===== src/hw/rtl/pmind_pkg.sv =====
// Shared constants, command codes and saturating helpers for the image distance block.
package pmind_pkg;

	localparam int DEF_INDEX_BITS      = 20;
	localparam int DEF_COORD_FRAC_BITS = 16;
	localparam int FRACM_BITS          = 30;
	localparam int MAT_ROWS            = 3;
	localparam int SQ_IN_BITS          = 64;
	localparam int SQ_OUT_BITS         = 32;

	typedef enum logic [1:0] {
		CMD_CELL = 2'd0,
		CMD_FRAC = 2'd1,
		CMD_PAIR = 2'd2,
		CMD_NOP  = 2'd3
	} cmd_t;

	function automatic logic signed [63:0] sat_add64(input logic signed [63:0] a,
			input logic signed [63:0] b);
		logic [64:0] s;
		s = {a[63], a} + {b[63], b};
		if (s[64] != s[63])
			return s[64] ? {1'b1, 63'd0} : {1'b0, {63{1'b1}}};
		return s[63:0];
	endfunction

	function automatic logic signed [63:0] sat_sub64(input logic signed [63:0] a,
			input logic signed [63:0] b);
		logic [64:0] s;
		s = {a[63], a} - {b[63], b};
		if (s[64] != s[63])
			return s[64] ? {1'b1, 63'd0} : {1'b0, {63{1'b1}}};
		return s[63:0];
	endfunction

	function automatic logic [63:0] sat_uadd64(input logic [63:0] a, input logic [63:0] b);
		logic [64:0] s;
		s = {1'b0, a} + {1'b0, b};
		return s[64] ? {64{1'b1}} : s[63:0];
	endfunction

endpackage


===== src/hw/rtl/pmind_isqrt.sv =====
// Bit-serial integer square root: each pass of one compare/subtract resolves a result bit, most significant first.
module pmind_isqrt (
	input  logic                                 clk,
	input  logic                                 arst_n,
	input  logic                                 start,
	input  logic [pmind_pkg::SQ_IN_BITS-1:0]     value,
	output logic                                 busy,
	output logic [pmind_pkg::SQ_OUT_BITS-1:0]    root
);
	import pmind_pkg::*;

	logic                  busy_q;
	logic [SQ_IN_BITS-1:0] v_q;
	logic [SQ_IN_BITS-1:0] r_q;
	logic [SQ_IN_BITS-1:0] bit_q;
	logic [SQ_IN_BITS-1:0] trial;

	assign trial = r_q + bit_q;
	assign busy  = busy_q;
	assign root  = r_q[SQ_OUT_BITS-1:0];

	always_ff @(posedge clk or negedge arst_n) begin
		if (!arst_n) begin
			busy_q <= 1'b0;
		end else if (start) begin
			busy_q <= 1'b1;
		end else if (busy_q && bit_q[0]) begin
			busy_q <= 1'b0;
		end
	end

	always_ff @(posedge clk) begin
		if (start) begin
			v_q   <= value;
			r_q   <= '0;
			bit_q <= SQ_IN_BITS'(1) << (SQ_IN_BITS - 2);
		end else if (busy_q) begin
			if (v_q >= trial) begin
				v_q <= v_q - trial;
				r_q <= (r_q >> 1) + bit_q;
			end else begin
				r_q <= r_q >> 1;
			end
			bit_q <= bit_q >> 2;
		end
	end

	a_bit_onehot: assert property (@(posedge clk) disable iff (!arst_n)
		busy_q |-> $onehot(bit_q)) else $error("sqrt bit not one-hot");
	a_rose_start: assert property (@(posedge clk) disable iff (!arst_n)
		$rose(busy_q) |-> $past(start)) else $error("sqrt busy without start");
	a_finish: assert property (@(posedge clk) disable iff (!arst_n)
		busy_q && bit_q[0] && !start |=> !busy_q) else $error("sqrt did not finish");

endmodule


===== config.mk =====
export PLATFORM = sky130hd
export DESIGN_NAME = pmind_isqrt
export DESIGN_NICKNAME = d
export VERILOG_FILES = /design/src/hw/rtl/pmind_pkg.sv /design/src/hw/rtl/pmind_isqrt.sv
export SDC_FILE = /design/constraint.sdc
export NUM_CORES = 1
export LEC_CHECK = 0
export BUFFER_PORTS_ARGS = -buffer_cell sky130_fd_sc_hd__buf_2
export CELL_PAD_IN_SITES_DETAIL_PLACEMENT = 1
export CELL_PAD_IN_SITES_GLOBAL_PLACEMENT = 2
export CORE_UTILIZATION = 37
export CTS_CLUSTER_DIAMETER = 30
export DETAILED_ROUTE_END_ITERATION = 10
export PLACE_DENSITY = 0.86
export SLEW_MARGIN = 20
export SYNTH_ARGS = -nofsm -noshare
export SYNTH_HDL_FRONTEND = slang
export SYNTH_SLANG_ARGS = --single-unit

===== constraint.sdc =====
create_clock -name clk -period 12.3 [get_ports clk]
set_input_delay 3.075 -clock clk [delete_from_list [all_inputs] [get_ports clk]]
set_output_delay 3.075 -clock clk [all_outputs]
set_load 0.01 [all_outputs]

# ---- After elaboration in Yosys (flattened, before gate mapping)
# Cells that the tools add are included.
dict set report totals {
  reg_bits 161
  latch_bits 0
  ramBits 0
  rom_bits 0
  in_bits 67
  output_inout_bits 33
  word_cells 19
  mem_count 0
}
dict set report classes {
  n_addsub 3
  n_mul 0
  div_mod_pow 0
  magnitude_cmp 1
  eq_ne 0
  shift 0
  muxes 6
  bitwise 0
  reduce_logical 5
}
# operator n
set ops {}
lappend ops {{$mux 64} 4}
lappend ops {{$add 63x63->64} 1}
lappend ops {{$add 64x63->64} 1}
lappend ops {{$ge 64x64->1} 1}
lappend ops {{$sub 64x64->64} 1}
lappend ops {{$reduce_bool 2->1} 3}
lappend ops {{$mux 1} 2}
lappend ops {{$reduce_and 2->1} 1}
lappend ops {{$logic_and 1x1->1} 1}

# ---- Longest topological paths before layout
dict set report depth {
  ltp_word 5
  ltp_mapped 25
}

# ---- Worst setup path after synthesis
# Ideal clock, no wire load.
dict set report synth_path {
  path_kind {reg-to-reg}
  from {reg r_q[2]}
  to {reg v_q[0] (enable)}
  setup_time_ns 0.574
  t_arrival_ns 8.963
  path_slack_ns 2.762
  stages_incl_launch_ff 22
  path_buffers 3
  cell_sequence {dfxtp_1 -> ha_1 -> a31oi_1 -> a211oi_1 -> a221o_1 -> a41o_1 -> a21oi_2 -> o21ai_1 -> a311oi_2 -> o21bai_1 -> a31oi_1 -> xor2_1 -> ha_1 -> clkbuf_1 -> nand4_1 -> a211oi_1 -> nand3_1 -> a21oi_1 -> nor2_2 -> buf_2 -> buf_4 -> o21ai_0}
}
dict set report synth_between {
  elab_chain_len 4
}
# item line_no
set synth_rtl {}
lappend synth_rtl {{start: declaration} pmind_isqrt.sv:14} ;# logic [SQ_IN_BITS-1:0] r_q;
lappend synth_rtl {{start signal: assignment} pmind_isqrt.sv:40} ;# r_q <= (r_q >> 1) + bit_q;
lappend synth_rtl {{start signal: assignment} pmind_isqrt.sv:42} ;# r_q <= r_q >> 1;
lappend synth_rtl {{$add 64x63->64} pmind_isqrt.sv:18} ;# assign trial = r_q + bit_q;
lappend synth_rtl {{$ge 64x64->1} pmind_isqrt.sv:38} ;# if (v_q >= trial) begin
lappend synth_rtl {{$reduce_bool 2->1 (no line)} --}
lappend synth_rtl {{$reduce_and 2->1 (no line)} --}
lappend synth_rtl {{end signal: assignment} pmind_isqrt.sv:34} ;# v_q <= value;
lappend synth_rtl {{end signal: assignment} pmind_isqrt.sv:39} ;# v_q <= v_q - trial;
lappend synth_rtl {{end: declaration} pmind_isqrt.sv:13} ;# logic [SQ_IN_BITS-1:0] v_q;
# Every way passes these cells.
# A chain may end at the register's enable or synchronous reset.

# ---- Worst setup path in the final report
dict set report layout_path {
  from {reg r_q[2]}
  to {reg r_q[59]}
}
dict set report layout_between {
  elab_chain_len 3
}
# item line_no
set layout_rtl {}
lappend layout_rtl {{$add 64x63->64} pmind_isqrt.sv:18}
lappend layout_rtl {{$ge 64x64->1} pmind_isqrt.sv:38}
lappend layout_rtl {{$mux 64 (*)} pmind_isqrt.sv:38}
# Every way passes the cells marked *; elsewhere a longest branch is shown, timed or not.

==> flow_metrics.tcl <==
set metrics [dict create \
    netlist_instances 1914 \
    powerDensity_nw_per_um2 241 \
    final_area_sq_um 16300 \
    clkSinkCount 161 \
    ys_ff_latch 161 \
    criticalPathCategory "flip-flop to flip-flop" \
    grt_max_degree 86 \
    clock_path_buffers 2 \
    drc 0 \
    diodes 0 \
    antenna_left 0 \
    nets 2106 \
    htree_num_levels 4 \
    crit_path_end_kind "flip-flop" \
    avgViaCountPerCell 5.88 \
    drtPass1Iterations 6 \
    finalCritPeriodShare_pct 59.6 \
    core_sq_um 39900 \
    avgSynthCellArea_sq_um 7.87 \
    clock_latency_ns 0.49 \
    die_h_microns 204 \
    antenna_found_initial 1 \
    p_leak_nw 6.52 \
    seq_area_frac_synth_pct 25.7 \
    yosys_most_used_dff "dfxtp_1" \
    avgRoutedWirePerCell_microns 20.3 \
    clock_skew_ns 0.00973 \
    rsz0062_at_grt "no" \
    synth_enable_flop_cells 64 \
    slew_headroom_pct 33.9 \
    r2r_cells 21 \
    crit_fanout 28 \
    fill_cells 4854 \
    syn-num-nets 2112 \
    vias 14386 \
    overflow 0 \
    dpl.hpwl_microns 38300 \
    initial_core_util_pct 37.7 \
    syn-cell-area_sq_um 15100 \
    dieArea_sq_um 41500 \
    drt_iter0_drc 842 \
    io_pins 100 \
    drv_cap 0 \
    grt_usage_pct 24.3 \
    arrival_ns 7.74 \
    finalHoldViolCount 0 \
    die_w_microns 204 \
    synth-async-reset-ratio_pct 0.621 \
    start_kind "flip-flop" \
    drive_gt1_share_pct 9.58 \
    placed_cell_area_sq_um 15700 \
    final_cell_mix "241 x nand2_1, 186 x nor2_1, 131 x o21ai_0, 130 x ha_1, 120 x a21oi_1" \
    worst_pin_slew_ns 0.992 \
    path_clk_slew_ns 0.07 \
    fmax_ghz 0.136 \
    gp_congestion 0.919 \
    cts_resized 0 \
    area_growth_pct 8.04 \
    ys_warn_count 0 \
    hold-path-cell-count 2 \
    grt_pass1_vias 14622 \
    cts_root_buffer "clkbuf_16" \
    route.final.wire_length_microns 49800 \
    cts_tree "yes" \
    outcome "finished clean" \
    cts-hold-fix-buffers 0 \
    numPortBuffers 99 \
    grt_first_pass_wirelength_microns 79600 \
    finalCriticalPeriod_ns 7.33 \
    setup-tns-final_ns 0 \
    postCtsSetupBuffers 0 \
    cts_made_buffers 17 \
    final_common_cell "nand2_1" \
    required_ns 12.71 \
    slew_violations 0 \
    placementRows 73 \
    finalSetupViolCount 0 \
    ir_worst_vdd_uv 146 \
    timing.hold.worst.class "flip-flop to flip-flop" \
    synthDistinctLibCells 88 \
]
## registers in the layout, indices dropped and copies added (netlist names)
| signal | count |
|---|---|
| bit_q | 32 |
| busy | 1 |
| v_q | 64 |
| r_q | 64 |
## report_power, final
group	switching [W]	internal [W]
combinational	0.00153	0.000919
sequential	0.000136	0.000775
clock	0.000251	0.000313
## kinds of logic after synthesis
| group | share of synthesized area, % |
|---|---|
| adder cells (fa/ha/maj) | 10.9 |
| AND/OR/NAND/NOR | 18.9 |
| flip-flops | 25.7 |
| multiplexers | 3.31 |
| buffers and inverters | 5.37 |
| XOR/XNOR | 9.19 |
| AO/OA/AOI/OAI | 26.6 |
## worst max-delay path: stages (launching register included)
cell and delay, ns:
dfxtp_1 0.46, ha_1 0.31, a31oi_1 0.33, a211oi_1 0.19, a221o_1 0.41, a41o_1 0.36, a21oi_2 0.39, o21ai_1 0.25
a311oi_2 0.42, o21bai_1 0.16, a31oi_1 0.23, xor2_1 0.10, ha_1 0.45, nand4_1 0.22, a211oi_1 0.46, nand3_1 0.30
a21oi_1 0.44, or2_2 0.64, buf_4 0.43, a21oi_1 0.13, a311o_1 0.33, a211oi_1 0.21
## worst paths after layout
check	from	end	slack, ns
max	r_q[2]	r_q[59]	4.97
min	r_q[0]	r_q[0]	0.52
max reg2reg	r_q[2]	r_q[59]	4.97
min reg2reg	r_q[0]	r_q[0]	0.52
max in group asynchronous	arst_n	busy	9.86
min in group asynchronous	arst_n	busy	2.35
## layer usage
| metal | vias up | wire (microns) | GRT usage [%] | part of all wire (%) |
|---|---|---|---|---|
| li1 | 6996 | - | - | - |
| met1 | 7045 | 22600 | 31.0 | 45 |
| met2 | 278 | 23900 | 41.0 | 48 |
| met3 | 67 | 2050 | 4.27 | 4.1 |
| met4 | 0 | 1220 | 8.49 | 2.4 |
| met5 | - | 0 | 0 | 0 |
## layout make-up
cell class	count	area, sq um	share of cell area (%)
well taps	525	657	4.04
clock inverters	10	105	0.646
flip-flops and latches	161	3870	23.8
repair buffers	110	624	3.84
multi-input cells	1581	10400	63.9
clock buffers	22	474	2.91
inverters	37	139	0.853
## synthesized netlist by cell type (36+ instances only)
cell type  instances  area (sq um)
nand2_1          241           905
nor2_1           186           698
o21ai_0          132           661
ha_1             130          1630
a21oi_1          120           601
dfxtp_1           96          1920
xnor2_1           86           753
clkbuf_1          78           293
xor2_1            72           631
edfxtp_1          64          1920
a31oi_1           59           369
a21o_1            54           405
mux2i_1           42           420
a211oi_1          37           278
buf_4             37           278
inv_1             37           139
nand3_1           36           180
## per-stage QoR
stage	utilization [%]	hold slack [ns]	worst slack [ns]	instances	total power (W)
finish	40.8	0.525	4.97	2446	0.00393
detailed placement	39.3	0.516	5.11	2414	0.00334
global route	40.8	0.569	4.61	2446	0.00423
global placement	39.2	0.489	5.12	2412	0.00326
floorplan	-	0.459	2.76	1914	0.00271
CTS	40.8	0.524	5.06	2446	0.00393
Power figures use the tool's default switching activity.
